--- config.mk ---
export PLATFORM = sky130hd
export DESIGN_NAME = humidity_temp_frame_decoder_core
export DESIGN_NICKNAME = d
export VERILOG_FILES = /design/src/hfd_pkg.sv /design/src/hfd_front.sv /design/src/hfd_fifo.sv /design/src/hfd_back.sv /design/src/humidity_temp_frame_decoder_core.sv
export SDC_FILE = /design/constraint.sdc
export NUM_CORES = 1
export LEC_CHECK = 0
export BUFFER_PORTS_ARGS = -buffer_cell sky130_fd_sc_hd__buf_2
export CAP_MARGIN = 20
export CORE_MARGIN = 2
export CORE_UTILIZATION = 45
export DETAILED_ROUTE_END_ITERATION = 10
export GPL_TIMING_DRIVEN = 1
export PLACE_DENSITY = 0.68
export SLEW_MARGIN = 20
export SYNTH_ARGS = -nofsm -noshare
export SYNTH_HDL_FRONTEND = slang
export SYNTH_SLANG_ARGS = --single-unit
export TNS_END_PERCENT = 5
--- constraint.sdc ---
create_clock -name aclk -period 10 [get_ports aclk]
set_clock_uncertainty 0.05 [all_clocks]
set_input_delay 3 -clock aclk [delete_from_list [all_inputs] [get_ports aclk]]
set_output_delay 3 -clock aclk [all_outputs]
set_load 0.03 [all_outputs]
--- src/hfd_pkg.sv ---
// ----------------------------------------------------------------------------
// hfd_pkg
// Types, constants and the CRC-8 step shared by the frame decoder modules.
// ----------------------------------------------------------------------------
package hfd_pkg;

    localparam logic [7:0]  CRC_INIT    = 8'hFF;
    localparam logic [7:0]  CRC_POLY    = 8'h31;
    localparam logic [2:0]  CHECK_INDEX = 3'd6;
    localparam int          READ_W      = 20;
    localparam int          HUM_PROD_W  = 30;
    localparam int          TMP_PROD_W  = 31;
    localparam logic [HUM_PROD_W-1:0] HUMI_SCALE = HUM_PROD_W'(1000);
    localparam logic [TMP_PROD_W-1:0] TEMP_SCALE = TMP_PROD_W'(2000);
    localparam logic signed [11:0]    TEMP_OFFSET = 12'sd500;

    // One completed frame as handed from the front to the back.
    typedef struct packed {
        logic              crc_ok;
        logic [7:0]        status;
        logic [READ_W-1:0] raw_hum;
        logic [READ_W-1:0] raw_tmp;
    } hfd_frame_t;

    // CRC-8, polynomial 0x31, MSB first, one byte per call.
    function automatic logic [7:0] crc8_update(input logic [7:0] crc, input logic [7:0] b);
        logic [7:0] c;
        c = crc ^ b;
        for (int k = 0; k < 8; k++) begin
            if (c[7]) begin
                c = {c[6:0], 1'b0} ^ CRC_POLY;
            end else begin
                c = {c[6:0], 1'b0};
            end
        end
        return c;
    endfunction

endpackage

--- src/hfd_front.sv ---
// ----------------------------------------------------------------------------
// hfd_front
// Byte counter, running CRC and frame hold; pushes one record per frame.
// ----------------------------------------------------------------------------
module hfd_front
    import hfd_pkg::*;
(
    input  logic       aclk,
    input  logic       aresetn,
    input  logic       in_fire,
    input  logic [7:0] data_byte,
    input  logic       frame_start,
    output logic       push,
    output hfd_frame_t push_frame
);

    logic [2:0]  count_reg, count_next;
    logic [7:0]  crc_reg, crc_next;
    logic [47:0] hold_reg, hold_next;
    logic [2:0]  eff_count;
    logic [7:0]  crc_base;

    // A frame start restarts the frame at byte 0 whatever the count says.
    assign eff_count = frame_start ? 3'd0 : count_reg;
    assign crc_base  = (eff_count == 3'd0) ? CRC_INIT : crc_reg;

    always_comb begin
        count_next = count_reg;
        crc_next   = crc_reg;
        hold_next  = hold_reg;
        push       = 1'b0;
        if (in_fire) begin
            if (eff_count < CHECK_INDEX) begin
                crc_next   = crc8_update(crc_base, data_byte);
                hold_next  = {hold_reg[39:0], data_byte};
                count_next = eff_count + 3'd1;
            end else begin
                push       = 1'b1;
                crc_next   = CRC_INIT;
                count_next = 3'd0;
            end
        end
    end

    assign push_frame.crc_ok  = (crc_reg == data_byte);
    assign push_frame.status  = hold_reg[47:40];
    assign push_frame.raw_hum = hold_reg[39:20];
    assign push_frame.raw_tmp = hold_reg[19:0];

    always_ff @(posedge aclk) begin
        if (!aresetn) begin
            count_reg <= 3'd0;
            crc_reg   <= CRC_INIT;
        end else begin
            count_reg <= count_next;
            crc_reg   <= crc_next;
        end
    end

    always_ff @(posedge aclk) begin
        hold_reg <= hold_next;
    end

endmodule

--- src/hfd_fifo.sv ---
// ----------------------------------------------------------------------------
// hfd_fifo
// Small register queue of frame records between the front and the back.
// ----------------------------------------------------------------------------
module hfd_fifo
    import hfd_pkg::*;
#(
    parameter int DEPTH = 2
) (
    input  logic       aclk,
    input  logic       aresetn,
    input  logic       push,
    input  hfd_frame_t wdata,
    input  logic       pop,
    output logic       full,
    output logic       not_empty,
    output hfd_frame_t rdata
);

    localparam int PTR_W = (DEPTH > 1) ? $clog2(DEPTH) : 1;
    localparam int CNT_W = $clog2(DEPTH + 1);

    hfd_frame_t       mem_reg [DEPTH];
    logic [PTR_W-1:0] wr_ptr_reg, wr_ptr_next;
    logic [PTR_W-1:0] rd_ptr_reg, rd_ptr_next;
    logic [CNT_W-1:0] cnt_reg, cnt_next;
    logic             do_push, do_pop;

    assign full      = (cnt_reg == CNT_W'(DEPTH));
    assign not_empty = (cnt_reg != '0);
    assign do_push   = push && !full;
    assign do_pop    = pop && not_empty;
    assign rdata     = mem_reg[rd_ptr_reg];

    always_comb begin
        wr_ptr_next = wr_ptr_reg;
        rd_ptr_next = rd_ptr_reg;
        cnt_next    = cnt_reg;
        if (do_push) begin
            wr_ptr_next = (wr_ptr_reg == PTR_W'(DEPTH - 1)) ? '0 : wr_ptr_reg + PTR_W'(1);
        end
        if (do_pop) begin
            rd_ptr_next = (rd_ptr_reg == PTR_W'(DEPTH - 1)) ? '0 : rd_ptr_reg + PTR_W'(1);
        end
        if (do_push && !do_pop) begin
            cnt_next = cnt_reg + CNT_W'(1);
        end else if (do_pop && !do_push) begin
            cnt_next = cnt_reg - CNT_W'(1);
        end
    end

    always_ff @(posedge aclk) begin
        if (!aresetn) begin
            wr_ptr_reg <= '0;
            rd_ptr_reg <= '0;
            cnt_reg    <= '0;
        end else begin
            wr_ptr_reg <= wr_ptr_next;
            rd_ptr_reg <= rd_ptr_next;
            cnt_reg    <= cnt_next;
        end
    end

    always_ff @(posedge aclk) begin
        if (do_push) begin
            mem_reg[wr_ptr_reg] <= wdata;
        end
    end

endmodule

--- src/hfd_back.sv ---
// ----------------------------------------------------------------------------
// hfd_back
// Scales the readings, keeps the last good values and drives the results.
// ----------------------------------------------------------------------------
module hfd_back
    import hfd_pkg::*;
(
    input  logic               aclk,
    input  logic               aresetn,
    input  logic               frame_valid,
    input  hfd_frame_t         frame,
    output logic               frame_pop,
    output logic               m_valid,
    input  logic               m_ready,
    output logic               m_crc_ok,
    output logic [9:0]         m_humidity_tenths,
    output logic signed [11:0] m_temperature_tenths,
    output logic [7:0]         m_status_byte
);

    // Multiply stage.
    logic                  a_valid_reg;
    logic                  a_ok_reg;
    logic [7:0]            a_status_reg;
    logic [HUM_PROD_W-1:0] a_hprod_reg;
    logic [TMP_PROD_W-1:0] a_tprod_reg;

    // Result stage and last good values.
    logic                  m_valid_reg;
    logic                  m_ok_reg;
    logic [7:0]            m_status_reg;
    logic [9:0]            good_hum_reg, good_hum_next;
    logic signed [11:0]    good_tmp_reg, good_tmp_next;

    logic                  b_ready, a_ready, a_load, b_load;
    logic [9:0]            hum_new;
    logic signed [11:0]    tmp_new;

    assign b_ready   = !m_valid_reg || m_ready;
    assign a_ready   = !a_valid_reg || b_ready;
    assign a_load    = frame_valid && a_ready;
    assign b_load    = a_valid_reg && b_ready;
    assign frame_pop = a_load;

    assign hum_new = a_hprod_reg[HUM_PROD_W-1:READ_W];
    assign tmp_new = $signed({1'b0, a_tprod_reg[TMP_PROD_W-1:READ_W]}) - TEMP_OFFSET;

    always_comb begin
        good_hum_next = good_hum_reg;
        good_tmp_next = good_tmp_reg;
        if (b_load && a_ok_reg) begin
            good_hum_next = hum_new;
            good_tmp_next = tmp_new;
        end
    end

    always_ff @(posedge aclk) begin
        if (!aresetn) begin
            a_valid_reg  <= 1'b0;
            m_valid_reg  <= 1'b0;
            good_hum_reg <= '0;
            good_tmp_reg <= '0;
        end else begin
            if (a_ready) begin
                a_valid_reg <= frame_valid;
            end
            if (b_ready) begin
                m_valid_reg <= a_valid_reg;
            end
            good_hum_reg <= good_hum_next;
            good_tmp_reg <= good_tmp_next;
        end
    end

    always_ff @(posedge aclk) begin
        if (a_load) begin
            a_ok_reg     <= frame.crc_ok;
            a_status_reg <= frame.status;
            a_hprod_reg  <= HUM_PROD_W'(frame.raw_hum) * HUMI_SCALE;
            a_tprod_reg  <= TMP_PROD_W'(frame.raw_tmp) * TEMP_SCALE;
        end
        if (b_load) begin
            m_ok_reg     <= a_ok_reg;
            m_status_reg <= a_status_reg;
        end
    end

    assign m_valid              = m_valid_reg;
    assign m_crc_ok             = m_ok_reg;
    assign m_status_byte        = m_status_reg;
    assign m_humidity_tenths    = good_hum_reg;
    assign m_temperature_tenths = good_tmp_reg;

endmodule

--- src/humidity_temp_frame_decoder_core.sv ---
// ----------------------------------------------------------------------------
// humidity_temp_frame_decoder_core
// Decodes seven-byte humidity and temperature sensor frames into readings.
// ----------------------------------------------------------------------------
// The block takes one frame byte per beat on the s_ channel and accepts a new
// byte in every cycle in which s_ready is high. Byte 0 is the status byte,
// bytes 1 to 5 carry the packed 20-bit humidity and temperature readings, and
// byte 6 is the CRC-8 check byte (polynomial 0x31, initial value 0xFF). The
// seventh byte produces one result beat on the m_ channel; the frame passes
// through the queue, the multiply stage and the result stage before m_valid
// rises. The beat carries crc_ok, the last good humidity in 0.1 % units, the
// last good temperature in 0.1 degC units and the raw status byte. A frame
// whose check byte does not match leaves the stored readings as they were.
// Raising s_frame_start on a byte makes it byte 0 of a new frame and drops
// any partial frame. The front end runs the byte count and the CRC (one
// unrolled byte step per cycle in which a byte is taken) and hands each
// completed frame to a queue of FIFO_DEPTH entries; the back end scales the
// readings in a multiply stage and a result stage. s_ready drops only while
// that queue is full, which happens when m_ready is held low long enough for
// FIFO_DEPTH frames plus the two back-end stages to pile up.
// ----------------------------------------------------------------------------
module humidity_temp_frame_decoder_core
    import hfd_pkg::*;
#(
    parameter int FIFO_DEPTH = 2
) (
    input  logic               aclk,
    input  logic               aresetn,
    input  logic               s_valid,
    output logic               s_ready,
    input  logic [7:0]         s_data_byte,
    input  logic               s_frame_start,
    output logic               m_valid,
    input  logic               m_ready,
    output logic               m_crc_ok,
    output logic [9:0]         m_humidity_tenths,
    output logic signed [11:0] m_temperature_tenths,
    output logic [7:0]         m_status_byte
);

    hfd_frame_t push_frame, pop_frame;
    logic       in_fire, push, pop, q_full, q_valid;

    // A beat is taken whenever the queue has room, so the front never waits
    // on the result side as long as a slot is free.
    assign s_ready = !q_full;
    assign in_fire = s_valid && s_ready;

    hfd_front u_front (
        .aclk        (aclk),
        .aresetn     (aresetn),
        .in_fire     (in_fire),
        .data_byte   (s_data_byte),
        .frame_start (s_frame_start),
        .push        (push),
        .push_frame  (push_frame)
    );

    // The queue decouples frame completion from result delivery.
    hfd_fifo #(
        .DEPTH (FIFO_DEPTH)
    ) u_fifo (
        .aclk      (aclk),
        .aresetn   (aresetn),
        .push      (push),
        .wdata     (push_frame),
        .pop       (pop),
        .full      (q_full),
        .not_empty (q_valid),
        .rdata     (pop_frame)
    );

    // The back end scales the readings and owns the last good values.
    hfd_back u_back (
        .aclk                 (aclk),
        .aresetn              (aresetn),
        .frame_valid          (q_valid),
        .frame                (pop_frame),
        .frame_pop            (pop),
        .m_valid              (m_valid),
        .m_ready              (m_ready),
        .m_crc_ok             (m_crc_ok),
        .m_humidity_tenths    (m_humidity_tenths),
        .m_temperature_tenths (m_temperature_tenths),
        .m_status_byte        (m_status_byte)
    );

endmodule

==> metrics.md <==
| Metric | Value |
|---|---|
| Status | complete, no violations |
| EDFF count, synth | 185 |
| DRC Markers | 0 |
| 1st-iter DRT viols | 347 |
| Tot GR Track Use | 15.0% |
| Grt ovf | 0 |
| Top_reg_cell synth | edfxtp_1 |
| Detail Route Antenna Nets | 0 |
| Seq/Total Area, Yosys | 44.4% |
| Vias in the first global route | 8270 |
| Endpoints failing hold | 0 |
| Worst r2r dst | u_back.a_hprod_reg[25] |
| Setup Buffers After CTS | 0 |
| Hold-critical path endpoint | u_back.m_status_byte[4] |
| First-pass GRT wire length | 40700 um |
| Fraction of layout cells with a size suffix above 1 | 8.82% |
| Syn_area_per_cell | 12.8 sq um |
| Placed cell count | 1552 |
| Final setup fails | 0 |
| Area grow syn2layout | 10.5% |
| IO Pins | 46 |
| RePlAce Congestion | 0.811 |
| Setup crit start kind | flip-flop |
| CTS sink cnt | 225 |
| Max-cap viol count | 0 |
| Initial antenna violation count | 1 |
| Asr flop ratio synth | 0% |
| Synthesized instance count | 1119 |
| Die Wd | 182 um |
| Final worst slack | 4090 ps |
| Compound-Gate Fraction of Synth Area | 6.70% |
| Largest net degree at the start of global routing | 52 |
| Layout Nets | 1448 |
| Worst EP arrival | 6100 ps |
| Final min period | 5910 ps |
| Yosys warnings | 0 |
| Net Count, Synth | 1392 |
| Quantity of I/O buffers inserted on ports | 45 |
| Die H | 182 um |
| Detail Placement HPWL | 18500 um |
| Hold Crit Start | u_back.a_status_reg[4] |
| Via count | 7905 |
| Post-CTS Hold Buffers | 0 |
| Core area | 31500 sq um |
| Worst skew pair latency | 490 ps |
| CP Class | flip-flop to flip-flop |
| Worst-path maximum fanout | 51 |
| Pre-CTS WS | 4070 ps |
| Routed WL per cell | 15.0 um |
| R2R depth | 15 |
| Reg2Reg Setup Slack | 4090 ps |
| Commonest non-fill, non-tap cell in the layout | inv_1 |
| H-tree Lvls | 1 |
| Most frequent cells in the layout | 204 x inv_1, 185 x edfxtp_1, 138 x fa_1 |
| WL final | 23900 um |
| Clock transition at path regs | 60 ps |
| Drt pass-1 iters | 5 |
| Mapped cell area | 14300 sq um |
| CTS Buf Count | 23 |
| Full die area | 33300 sq um |
| CP required | 10190 ps |
| Distinct cells, synth | 61 |
| Post-Synth XOR/XNOR Area | 4.34% |
| Post-CTS sizing | 0 |
| Yosys reg bits | 225 |
| Initial Util | 45.5% |
| Worst Setup End Kind | flip-flop |
| Highest clock rate | 169 MHz |
| Worst Tran Pin Value | 950 ps |
| Slew Viols, Final | 0 |
| ANT cells | 0 |
| Adder-cell share of the synthesized area | 29.9% |
| Fin cells | 1593 |
| HP Class | flip-flop to flip-flop |
| Worst-case clock buffer depth | 3 |
| Hold Crit Depth | 0 |
| Vias/cell | 4.96 |
| Post-synthesis mux area share | 3.60% |
| Unrepaired setup endpoints after global routing | no |
| Max reg flops | 98 |
| Final Cycle Share | 59.1% |
| Largest family of logic cells by synthesized area | adder cells |
| Final TNS setup | 0 ps |
| Num rows | 65 |
| CTS tree | yes |
| Post-synthesis simple-gate area fraction | 5.12% |
| Slew headroom | 36.7% |
| Root Buffer | clkbuf_16 |
cells in the mapped netlist (7+ instances only):
cell type  count  area (sq um)
xnor2_1       49           429
o211a_1        7          70.1
nand2_1       72           270
o22ai_1        8          50.1
nand3_1       11          55.1
inv_1        205           769
mux2i_1       38           380
mux2_2        12           135
dfxtp_1       40           801
fa_1         138          2760
a21o_1        16           120
xor2_1        22           193
nand4_1       11          68.8
ha_1         122          1530
edfxtp_1     185          5560
a21boi_0       7          52.6
a21oi_1       33           165
a21boi_1      11          82.6
o21ai_0       10          50.1
nor2_1        23          86.3
clkbuf_1      12          45.0
worst max-delay path by stage:
| stage | start | endpoint | slack [ps] | cells past startpoint |
|---|---|---|---|---|
| 3_5_place_dp | flip-flop | u_back.a_tprod_reg[24] | 4070 | 17 |
| 3_3_place_gp | flip-flop | u_back.a_tprod_reg[24] | 4060 | 17 |
| 4_1_cts | flip-flop | u_back.a_tprod_reg[24] | 4050 | 17 |
| 2_1_floorplan | s_valid | u_fifo.mem_reg[0][0] | 3870 | 4 |
| 5_1_grt | flip-flop | u_back.a_tprod_reg[24] | 3720 | 17 |
| 6_report | flip-flop | u_back.a_hprod_reg[25] | 4090 | 15 |
per-layer routing:
metal  vias up  track usage (%)  share of wire [%]
met5         -                0                  0
met4         0             2.10               0.87
met3        17             1.94                2.9
met2       124             25.8                 48
met1      3877             20.8                 48
li1       3887                -                  -
critical path, cell delays in order (launching register included):
cell      delay [ps]
dfxtp_2          310
buf_4            630
mux2i_1          720
fa_1             570
fa_1             500
fa_1             450
fa_1             540
inv_1             40
ha_1             310
a21o_1           180
a21o_1           170
a221oi_1         400
a21oi_1          220
nor2_2           230
o21ai_1          120
xor2_1           150
final cells by class:
cell class	count	area [sq um]
Clock buffer	32	672
Clock inverter	9	120
Fill cell	2664	15600
Inverter	205	771
Multi-Input combinational cell	671	7130
Sequential cell	225	6360
Tap cell	402	503
Timing Repair Buffer	49	275
cells by family (layout without fill, tap and decap cells):
logic type	count (synthesis)	after routing
xor+xnor	71	71
mux	50	50
compound gates	136	136
flops	225	225
simple gates	154	154
buf+inv	223	295
fa+ha+maj	260	260
through the flow:
stage | area, sq um | hold slack, ps | util [%]
final | 15800 | 369 | 50.3
after floorplan | 14300 | 350 | -
after global routing | 15800 | 374 | 50.3
after detailed placement | 15000 | 355 | 47.8
after CTS | 15800 | 371 | 50.3
after global placement | 15000 | 352 | 47.7
Power is not shown: default switching activity piles up to over one toggle a cycle in this logic, so the estimate is an artifact.
